--- src/hw/rtl/rau_pkg.sv ---
// Shared types and constants for the rational arithmetic unit.
package rau_pkg;
  localparam int OPERAND_WIDTH = 16;
  localparam int OUT_WIDTH = 34;
  localparam int PROD_W = 2 * OPERAND_WIDTH;
  localparam int MAG_W = PROD_W + 1;
  localparam int CNT_W = $clog2(MAG_W + 1);

  typedef enum logic [1:0] {
    FUNC_ADD = 2'd0,
    FUNC_SUB = 2'd1,
    FUNC_MUL = 2'd2,
    FUNC_DIV = 2'd3
  } func_t;

  typedef enum logic [3:0] {
    ST_IDLE, ST_MUL1, ST_MUL2, ST_MUL3, ST_SUM, ST_GCD_START, ST_GCD_DIV,
    ST_RED_NUM, ST_RED_DEN, ST_DIV_WAIT, ST_OUT
  } state_t;

  typedef struct packed {
    logic start;
    logic [MAG_W-1:0] dividend;
    logic [MAG_W-1:0] divisor;
  } div_req_t;

  typedef struct packed {
    logic done;
    logic busy;
    logic [MAG_W-1:0] quot;
    logic [MAG_W-1:0] rem;
  } div_rsp_t;
endpackage

--- src/hw/rtl/rau_divider.sv ---
// Restoring radix-2 unsigned divider, one quotient bit per cycle.
module rau_divider (
  input  logic              clk,
  input  logic              rst,
  input  rau_pkg::div_req_t req,
  output rau_pkg::div_rsp_t rsp
);
  import rau_pkg::*;

  logic [MAG_W-1:0] quot, rem, dsor;
  logic [CNT_W-1:0] cnt;
  logic             busy, done;
  logic [MAG_W:0]   trial;
  logic [MAG_W:0]   shifted;

  assign shifted = {rem, quot[MAG_W-1]};
  assign trial = shifted - {1'b0, dsor};

  always_ff @(posedge clk) begin
    if (rst) begin
      busy <= 1'b0;
      done <= 1'b0;
      cnt <= '0;
    end else begin
      done <= 1'b0;
      if (req.start) begin
        busy <= 1'b1;
        quot <= req.dividend;
        rem <= '0;
        dsor <= req.divisor;
        cnt <= CNT_W'(MAG_W);
      end else if (busy) begin
        if (!trial[MAG_W]) begin
          rem <= trial[MAG_W-1:0];
          quot <= {quot[MAG_W-2:0], 1'b1};
        end else begin
          rem <= shifted[MAG_W-1:0];
          quot <= {quot[MAG_W-2:0], 1'b0};
        end
        cnt <= cnt - 1'b1;
        if (cnt == CNT_W'(1)) begin
          busy <= 1'b0;
          done <= 1'b1;
        end
      end
    end
  end

  assign rsp.done = done;
  assign rsp.busy = busy;
  assign rsp.quot = quot;
  assign rsp.rem = rem;
endmodule

--- src/hw/rtl/rational_arith_unit.sv ---
// Top level of the rational arithmetic unit.
//
// Usage: a request carries func and two fractions a_num/a_den, b_num/b_den
// on a valid/ready input channel. The block forms the raw fraction (cross
// products for add/sub unless denominators match, direct products for
// multiply, a times the inverse of b for divide), reduces it by the
// Euclidean gcd with truncated remainders, and presents res_num, res_den
// and zero_den_error on a valid/ready output channel.
// Sequence: the multiply/sum setup states MUL1, MUL2, MUL3 and SUM, then per
// Euclid remainder step the shared serial divider plus start and update
// states, a final GCD_START to close the loop, and the two exact divisions
// by the gcd. 33-bit magnitudes need at most about 47 steps. Zero over zero
// skips the divisions.
// One request is in flight at a time; in_ready returns the cycle after the
// result is taken.
// Reset clears the sequencer and output valid; no clearing pass needed.
// When the receiver stalls, the result is held in the output register and
// in_ready stays low until it is taken.
module rational_arith_unit (
  input  logic                                clk,
  input  logic                                rst,
  input  logic                                in_valid,
  output logic                                in_ready,
  input  logic [1:0]                          func,
  input  logic signed [rau_pkg::OPERAND_WIDTH-1:0] a_num,
  input  logic signed [rau_pkg::OPERAND_WIDTH-1:0] a_den,
  input  logic signed [rau_pkg::OPERAND_WIDTH-1:0] b_num,
  input  logic signed [rau_pkg::OPERAND_WIDTH-1:0] b_den,
  output logic                                out_valid,
  input  logic                                out_ready,
  output logic signed [rau_pkg::OUT_WIDTH-1:0] res_num,
  output logic signed [rau_pkg::OUT_WIDTH-1:0] res_den,
  output logic                                zero_den_error
);
  import rau_pkg::*;

  localparam int W = OPERAND_WIDTH;

  state_t state, state_next;

  // operand magnitudes and signs
  func_t            op;
  logic [W-1:0]     an_m, ad_m, bn_m, bd_m;
  logic             an_s, ad_s, bn_s, bd_s;
  logic             same_den;
  // products / raw fraction in sign-magnitude
  logic [PROD_W-1:0] p_m, q_m;
  logic              p_s, q_s;
  logic [MAG_W-1:0]  num_m, den_m;
  logic              num_s, den_s;
  logic              err;
  // euclid
  logic [MAG_W-1:0]  gx, gy;
  logic              odd;
  logic              g_s;
  logic [MAG_W-1:0]  rn_m;
  logic              rn_s;
  // shared multiplier
  logic [W-1:0]      mul_a, mul_b;
  logic [PROD_W-1:0] mul_p;
  // divider
  div_req_t          dreq;
  div_rsp_t          drsp;
  state_t            after_div;

  rau_divider u_div (.clk(clk), .rst(rst), .req(dreq), .rsp(drsp));

  function automatic logic [W-1:0] mag_of(input logic [W-1:0] x);
    mag_of = x[W-1] ? (~x + 1'b1) : x;
  endfunction

  // widen the magnitude first so the sign reaches every output bit
  function automatic logic [OUT_WIDTH-1:0] to_tc(input logic s, input logic [MAG_W-1:0] m);
    logic [MAG_W+OUT_WIDTH-1:0] v;
    v = (MAG_W+OUT_WIDTH)'(m);
    if (s) v = ~v + 1'b1;
    to_tc = v[OUT_WIDTH-1:0];
  endfunction

  assign mul_p = PROD_W'(mul_a) * PROD_W'(mul_b);

  always_comb begin
    mul_a = an_m;
    mul_b = bd_m;
    case (state)
      ST_MUL1: begin
        mul_a = an_m;
        mul_b = (op == FUNC_MUL) ? bn_m : bd_m;
      end
      ST_MUL2: begin
        mul_a = (op == FUNC_DIV) ? bn_m : ((op == FUNC_MUL) ? bd_m : bn_m);
        mul_b = ad_m;
      end
      ST_MUL3: begin
        mul_a = ad_m;
        mul_b = bd_m;
      end
      default: ;
    endcase
  end

  assign in_ready = (state == ST_IDLE);

  always_comb begin
    state_next = state;
    case (state)
      ST_IDLE:      if (in_valid) state_next = ST_MUL1;
      ST_MUL1:      state_next = ST_MUL2;
      ST_MUL2:      state_next = ST_MUL3;
      ST_MUL3:      state_next = ST_SUM;
      ST_SUM:       state_next = ST_GCD_START;
      ST_GCD_START: state_next = (gy == '0) ? ST_RED_NUM : ST_DIV_WAIT;
      ST_GCD_DIV:   state_next = ST_GCD_START;
      ST_RED_NUM:   state_next = (gx == '0) ? ST_OUT : ST_DIV_WAIT;
      ST_RED_DEN:   state_next = ST_DIV_WAIT;
      ST_DIV_WAIT:  if (drsp.done) state_next = after_div;
      ST_OUT:       if (out_ready) state_next = ST_IDLE;
      default:      state_next = ST_IDLE;
    endcase
  end

  always_ff @(posedge clk) begin
    if (rst) state <= ST_IDLE;
    else state <= state_next;
  end

  assign out_valid = (state == ST_OUT);

  always_comb begin
    dreq.start = 1'b0;
    dreq.dividend = gx;
    dreq.divisor = gy;
    if (state == ST_GCD_START && gy != '0) dreq.start = 1'b1;
    if (state == ST_RED_NUM && gx != '0) begin
      dreq.start = 1'b1;
      dreq.dividend = num_m;
      dreq.divisor = gx;
    end
    if (state == ST_RED_DEN) begin
      dreq.start = 1'b1;
      dreq.dividend = den_m;
      dreq.divisor = gx;
    end
  end

  always_ff @(posedge clk) begin
    case (state)
      ST_IDLE: if (in_valid) begin
        op <= func_t'(func);
        an_m <= mag_of(a_num); an_s <= a_num[W-1];
        ad_m <= mag_of(a_den); ad_s <= a_den[W-1];
        bn_m <= mag_of(b_num); bn_s <= b_num[W-1];
        bd_m <= mag_of(b_den); bd_s <= b_den[W-1];
        same_den <= (a_den == b_den);
      end
      ST_MUL1: begin
        p_m <= mul_p;
        p_s <= (op == FUNC_MUL) ? (an_s ^ bn_s) : (an_s ^ bd_s);
      end
      ST_MUL2: begin
        q_m <= mul_p;
        q_s <= (op == FUNC_DIV) ? (ad_s ^ bn_s) :
               ((op == FUNC_MUL) ? (ad_s ^ bd_s) : (bn_s ^ ad_s));
      end
      ST_MUL3: begin
        // for add/sub q is bn*ad; den takes ad*bd, or ad alone when the denominators match
        if (op == FUNC_ADD || op == FUNC_SUB) begin
          den_m <= same_den ? MAG_W'(ad_m) : MAG_W'(mul_p);
          den_s <= same_den ? ad_s : (ad_s ^ bd_s);
        end else begin
          den_m <= MAG_W'(q_m);
          den_s <= q_s;
        end
      end
      ST_SUM: begin
        logic [MAG_W-1:0] xm, ym, sm;
        logic xs, ys, ss;
        if (op == FUNC_ADD || op == FUNC_SUB) begin
          xm = same_den ? MAG_W'(an_m) : MAG_W'(p_m);
          xs = same_den ? an_s : p_s;
          ym = same_den ? MAG_W'(bn_m) : MAG_W'(q_m);
          ys = (same_den ? bn_s : q_s) ^ (op == FUNC_SUB);
          if (xs == ys) begin sm = xm + ym; ss = xs; end
          else if (xm >= ym) begin sm = xm - ym; ss = xs; end
          else begin sm = ym - xm; ss = ys; end
        end else begin
          sm = MAG_W'(p_m);
          ss = p_s;
        end
        num_m <= sm;
        num_s <= ss && (sm != '0);
        den_s <= den_s && (den_m != '0);
        err <= (ad_m == '0) || (bd_m == '0) || (den_m == '0);
        gx <= sm;
        gy <= den_m;
        odd <= 1'b0;
      end
      ST_GCD_START: if (gy == '0) g_s <= odd ? den_s : num_s;
      ST_DIV_WAIT: if (drsp.done) begin
        if (after_div == ST_GCD_DIV) begin
          gx <= gy;
          gy <= drsp.rem;
          odd <= ~odd;
        end else if (after_div == ST_RED_DEN) begin
          rn_m <= drsp.quot;
          rn_s <= (num_s ^ g_s) && (drsp.quot != '0);
        end else begin
          res_num <= to_tc(rn_s, rn_m);
          res_den <= to_tc((den_s ^ g_s) && (drsp.quot != '0), drsp.quot);
          zero_den_error <= err;
        end
      end
      ST_RED_NUM: if (gx == '0) begin
        res_num <= to_tc(num_s, num_m);
        res_den <= to_tc(den_s, den_m);
        zero_den_error <= err;
      end
      default: ;
    endcase
    case (state)
      ST_GCD_START: after_div <= ST_GCD_DIV;
      ST_RED_NUM:   after_div <= ST_RED_DEN;
      ST_RED_DEN:   after_div <= ST_OUT;
      default: ;
    endcase
  end

  // only idle takes a request
  assert property (@(posedge clk) disable iff (rst) in_ready |-> !out_valid)
    else $error("ready while result pending");
  // divider is only started when idle
  assert property (@(posedge clk) disable iff (rst) dreq.start |-> !drsp.busy)
    else $error("divider restarted while busy");
  // result held while stalled
  assert property (@(posedge clk) disable iff (rst)
    (out_valid && !out_ready) |=> (out_valid && $stable(res_num) && $stable(res_den)))
    else $error("result changed under stall");
endmodule

--- config.mk ---
export PLATFORM = sky130hd
export DESIGN_NAME = rational_arith_unit
export DESIGN_NICKNAME = d
export VERILOG_FILES = /design/src/hw/rtl/rau_pkg.sv /design/src/hw/rtl/rau_divider.sv /design/src/hw/rtl/rational_arith_unit.sv
export SDC_FILE = /design/constraint.sdc
export NUM_CORES = 2
export LEC_CHECK = 0
export BUFFER_PORTS_ARGS = -buffer_cell sky130_fd_sc_hd__buf_2
export CAP_MARGIN = 30
export CORE_AREA = 3 3 275 277
export CTS_BUF_LIST = sky130_fd_sc_hd__clkbuf_8
export DETAILED_ROUTE_END_ITERATION = 16
export DIE_AREA = 0 0 278 280
export PLACE_DENSITY = 0.75
export REMOVE_ABC_BUFFERS = 1
export SKIP_CTS_REPAIR_TIMING = 1
export SYNTH_ARGS = -nofsm -noshare
export SYNTH_HDL_FRONTEND = slang
export SYNTH_SLANG_ARGS = --single-unit
--- constraint.sdc ---
create_clock -name clk -period 9.55 [get_ports clk]
set_input_delay 1.4325 -clock clk [delete_from_list [all_inputs] [get_ports clk]]
set_output_delay 1.4325 -clock clk [all_outputs]
set_load 0.005 [all_outputs]
## Word-level counts from Yosys, hierarchy flattened

Cells that the tools add are included.

- Output and inout port bits: 71
- Bits in registers: 492

- Reduce and logical (&&, ||, !) cells: 37
- Multiply operators: 1
- Magnitude comparators: 1
- Bitwise gates (word level): 19
- Mux-type cells: 79
- Add/sub/neg operators: 13
- Equality and inequality tests: 25

Operator list:

| operator | count |
|---|---|
| 34-bit 2-to-1 mux | 12 |
| 33-bit 2-to-1 mux | 12 |
| 33-bit nonzero test | 5 |
| 34-bit by 1-bit adder with 34-bit output (second input constant) | 4 |
| 33-bit NOT with 34-bit output | 4 |
| 34-bit case mux with 2 select lines | 2 |
| 67-bit 2-to-1 mux | 2 |
| 33-bit case mux with 2 select lines | 2 |
| 32-bit 2-to-1 mux | 4 |
| 33-bit logical NOT | 3 |
| 32-bit by 32-bit subtractor with 33-bit output | 2 |
| 16-bit by 1-bit adder with 16-bit output (second input constant) | 4 |
| 16-bit NOT | 4 |
| 16-bit case mux with 2 select lines | 2 |
| 15-bit 2-to-1 mux | 4 |
| 16-bit 2-to-1 mux | 3 |
| 4-bit case mux with 10 select lines | 1 |
| 34-bit by 33-bit subtractor with 34-bit output | 1 |
| 32-bit by 32-bit adder with 33-bit output | 1 |
| 32-bit greater-or-equal comparator | 1 |
| 16-bit logical NOT | 2 |
| 16-bit by 16-bit multiplier with 32-bit output | 1 |
| 1-bit 2-to-1 mux | 24 |
| 4-bit by 3-bit == test with 1-bit output (second input constant) | 5 |
| 30 further kinds | 70 |

## Depth between registers and ports, before layout

- Depth in word-level cells: 8
- Gate-level depth with buffers: 35

## Hierarchy

A second synthesis with hierarchy kept.

- Cells, all modules: 4374
- Area, all modules: 41046.9 um2

Modules (own cells, without submodules):

| module | area each (um2) | instances | seq. area each (um2) | cells each |
|---|---|---|---|---|
| rational_arith_unit | 34956.0 | 1 | 11461.0 | 3843 |
| rau_divider | 6090.8 | 1 | 3133.0 | 531 |

## Least setup slack after synthesis

Ideal clock, no wire load.

- Path kind: reg-to-reg
- From: register state[2]
- To: register den_m[30], data pin
- Cell stages (with the launch flop): 36
- Slack: 0.681 ns
- Setup time: 0.256 ns
- Period minus slack after synthesis: 8.869 ns
- Arrival time: 8.612 ns
- Cells stage by stage: dfxtp_1 -> clkbuf_1 -> nand2b_1 -> or2_2 -> clkbuf_1 -> nor2_1 -> clkbuf_1 -> clkbuf_1 -> a22oi_1 -> nand2_1 -> clkbuf_1 -> nand2_1 -> fa_1 -> inv_1 -> fa_1 -> inv_1 -> fa_1 -> inv_1 -> fa_1 -> fa_1 -> inv_1 -> fa_1 -> inv_1 -> ha_1 -> a21o_1 -> a21oi_1 -> o21bai_1 -> a21o_1 -> a21oi_1 -> o221ai_1 -> a21oi_1 -> o21ai_0 -> a31oi_1 -> o21ai_0 -> xor2_1 -> a22o_1

- Word-level cells in the longest chain between the ends: 5
- Elaborated cells between the ends (all ways): 8
- Those cells by class: mul (1); eq/ne (3); mux (4)

Ends and longest elaborated chain:

| what | line | text |
|---|---|---|
| from (decl) | rational_arith_unit.sv:39 | `state_t state, state_next;` |
| from (signal assigned) | rational_arith_unit.sv:124 | `else state <= state_next;` |
| 4-bit by 2-bit == test with 1-bit output / 4-bit by 1-bit == test with 1-bit output (equally long branches) | rational_arith_unit.sv:85 | `case (state)` |
| 16-bit case mux with 2 select lines | rational_arith_unit.sv:85 |  |
| 16-bit by 16-bit multiplier with 32-bit output (*) | rational_arith_unit.sv:80 | `assign mul_p = PROD_W'(mul_a) * PROD_W'(mul_b);` |
| net mul_p[30] | rational_arith_unit.sv:60 | `logic [PROD_W-1:0] mul_p;` |
| 32-bit 2-to-1 mux (*) | rational_arith_unit.sv:168 | `den_m <= same_den ? MAG_W'(ad_m) : MAG_W'(mul_p);` |
| 32-bit 2-to-1 mux (*) | rational_arith_unit.sv:167 | `if (op == FUNC_ADD \|\| op == FUNC_SUB) begin` |
| to (signal assigned) | rational_arith_unit.sv:168 |  |
| to (signal assigned) | rational_arith_unit.sv:171 | `den_m <= MAG_W'(q_m);` |
| to (decl) | rational_arith_unit.sv:49 | `logic [MAG_W-1:0] num_m, den_m;` |

The timed path passes the listed nets; every way through them passes the cells marked *.
A chain may end at the register's enable or synchronous reset.

## Worst setup path in the final report

Ends and elaborated chain as after synthesis.

==> metrics.cfg <==
[worst_setup_path]
critPathMaxStageDelay_ns = 0.58
endpoint_kind = flop
required_ns = 9.98
reg2reg_to = den_m[30]
slowest_stage = fa_1
worstSetupPathType = flop to flop
ff2ff_path_depth = 27
critPathTopFamily = adder cells
arrival_ns = 9.08
cp_max_fo = 51
cp_common_cell = fa_1
reg2reg_from = state[2]
crit_buf_inv = 4
critPathLaunchType = flop
r2r_slack_ns = 0.90

[clock_network]
cts_sinks = 490
cts_buffers = 83
clk_pin_slew_worst_paths_ns = 0.06
root_buffer = clkbuf_8
worstSkewPairLatency_ns = 0.73
htree_levels = 3
max-clock-path-buffers = 3
cts_tree = done

[routing]
drt_iter0_drc = 3620
drcViolationCount = 0
firstDrtPassIters = 6
vias_per_cell = 6.09
wl_um = 123000
vias = 33654
final_antenna_net_count = 0
wire_per_inst_um = 22.3

[min_path]
min_to = zero_den_error
worstHoldStart = err
holdPathStages = 0
hold_path.class = flop to flop

[timing]
rsz0062_at_grt = false
maxSlewViolCount = 0
slew-limit-headroom_pct = 26.5
fin_ws_ns = 0.900
tightestPinTransition_ns = 1.09
finalHoldViolCount = 0
period_share_pct = 90.6
post-route-min-period_ns = 8.65
fin_skew_ns = 0.0693
fmax_mhz = 116
report.final.setup_viol = 0

[synth]
synthArstFlopShare_pct = 0
yosysSeqAreaShare_pct = 36.2
syn_inst = 4405
synth.area.top_cells = edfxtp_1 36%, fa_1 9.8%, ha_1 7.6%, nand2_1 6.0%, xnor2_1 4.2%
synth-main-ff-cell = edfxtp_1
synth-edff-count = 478
synth_cell_type_count = 84
avgSynthCellArea_sq_um = 9.16
yosys.area.top_type = edfxtp_1
synth_warnings = 0
synth.top_cell.area_share_pct = 35.6
syn_area_sq_um = 40400
synth.ff_latch_count = 490

[floorplan]
fp.dieArea_sq_um = 77800
core-area_sq_um = 73100
start_util_pct = 55.2
rows = 99
io_pins = 141
die_height_um = 280
die_w_um = 278

[global_route]
grt_max_degree = 105
grt.total_usage_pct = 31.6
grt_pass1_wl_um = 191000
first_global_vias = 32803
antenna_found_initial = 1
overflow = 0

[cells_and_area]
area_growth_pct = 8.28
num-nets-final = 5010
layout-drive-gt1-share_pct = 8.17

[outcome]
status = complete, no violations

[place]
port_buffers = 140
gp_congestion = 1.00
place_hpwl_um = 95700
dp_slack_ns = 0.972

[flow_run]
drv_cap = 0

==> worst reg2reg max path, cell delays in order, from the launching register on <==
cell,delay [ns]
dfxtp_1,0.38
nand2b_1,0.20
or2_2,0.33
nor2_4,0.10
buf_4,0.56
and2_1,0.28
a221o_1,0.47
nand2_1,0.17
fa_1,0.55
fa_1,0.58
fa_1,0.45
fa_1,0.54
inv_1,0.06
fa_1,0.49
inv_1,0.06
fa_1,0.48
inv_1,0.04
ha_1,0.36
nand3_1,0.09
o21ai_0,0.38
o2111ai_1,0.26
o221ai_1,0.36
a21oi_1,0.18
o21ai_0,0.30
a31oi_1,0.16
o21ai_0,0.23
xor2_1,0.13
a22o_1,0.20
==> metrics by stage <==
stage	area (sq um)	hold slack [ns]	utilization, %	cells	TNS [ns]
after floorplan	39500	0.400	-	4199	-122.76
after global placement	42100	0.431	57.5	5365	0
after detailed placement	42100	0.427	57.6	5370	0
after CTS	43700	0.451	59.7	5522	0
after global routing	43700	0.458	59.8	5525	0
final	43700	0.449	59.8	5525	0
==> cell usage in the layout, fill, tap and decap left out, types with 27 or more instances in the layout <==
| cell | netlist | layout |
|---|---|---|
| nand2_1 | 645 | 645 |
| edfxtp_1 | 478 | 478 |
| inv_1 | 406 | 433 |
| nor2_1 | 417 | 411 |
| o21ai_0 | 265 | 264 |
| a21oi_1 | 258 | 258 |
| ha_1 | 244 | 244 |
| fa_1 | 198 | 198 |
| xnor2_1 | 194 | 192 |
| buf_2 | 13 | 142 |
| mux2i_1 | 122 | 122 |
| clkbuf_8 | 0 | 86 |
| xor2_1 | 71 | 70 |
| buf_4 | 2 | 70 |
| nor3_1 | 69 | 67 |
| nand3_1 | 68 | 67 |
| nand2b_1 | 63 | 62 |
| o31ai_1 | 56 | 56 |
| a21o_1 | 55 | 55 |
| nor4_1 | 50 | 49 |
| o21a_1 | 39 | 39 |
| nor2b_1 | 36 | 36 |
| or3_1 | 34 | 34 |
| and2_1 | 30 | 29 |
| nand4_1 | 27 | 27 |
| a31oi_1 | 27 | 27 |
==> flip-flops by register name, indices dropped and copies added (netlist names), 32 cells and up <==
| register | flops |
|---|---|
| u_div.rem | 33 |
| res_den | 34 |
| gy | 33 |
| p_m | 32 |
| gx | 33 |
| q_m | 32 |
| num_m | 33 |
| res_num | 34 |
| den_m | 32 |
| u_div.quot | 33 |
| u_div.dsor | 33 |
| rn_m | 33 |
==> metal layers <==
layer	share of wire (%)	up-vias	track usage (%)
met2	46	1756	51.1
met1	40	16037	41.7
met4	5.5	0	15.5
met5	0	-	0
met3	8.6	355	5.13
li1	-	15506	-
==> final cells by class <==
cell class	instances	area [sq um]
Fill cell	6437	29400
Sequential cell	490	14600
Clock buffer	86	1180
Multi-Input combinational cell	3302	23500
Clock inverter	66	382
Tap cell	959	1200
Antenna cell	1	2.50
Timing Repair Buffer	214	1290
Inverter	407	1530
==> worst max path at each step <==
stage | startpoint | endpoint | cells after the start
final | state[2] | den_m[30] | 27
after detailed placement | state[2] | den_m[30] | 27
after floorplan | op[1] | den_m[30] | 28
after global routing | state[2] | den_m[30] | 27
after global placement | state[3] | den_m[30] | 27
after CTS | state[2] | den_m[30] | 27
==> kinds of logic (layout without fill, tap and decap cells) <==
group	count (synthesis)	in the layout	synth area share, %
AO/OA/AOI/OAI	934	934	14.6
XOR/XNOR	265	265	5.75
adder cells (fa/ha/maj)	442	442	17.4
buffers and inverters	613	773	5.81
flip-flops	490	490	36.2
multiplexers	134	134	3.39
other	0	1	0
AND/OR/NAND/NOR	1527	1527	16.9
==> synthesized netlist by cell type, drive strengths merged, types with 17 or more instances <==
cell type / n
nand2: 645
nor2: 417
mux2i: 123
a21o: 55
xor2: 71
o41ai: 19
or3: 34
buf: 38
nor2b: 37
o31ai: 57
o21bai: 20
xnor2: 194
a21oi: 258
and2: 30
a22o: 21
inv: 406
edfxtp: 478
or4: 17
a211oi: 27
nor3: 70
a31oi: 29
nand2b: 63
o21a: 39
ha: 244
and3: 24
nand3: 68
nor4: 52
fa: 198
nand4: 27
clkbuf: 168
o21ai: 277
Power is not shown: default switching activity piles up to over one toggle a cycle in this logic, so the estimate is an artifact.
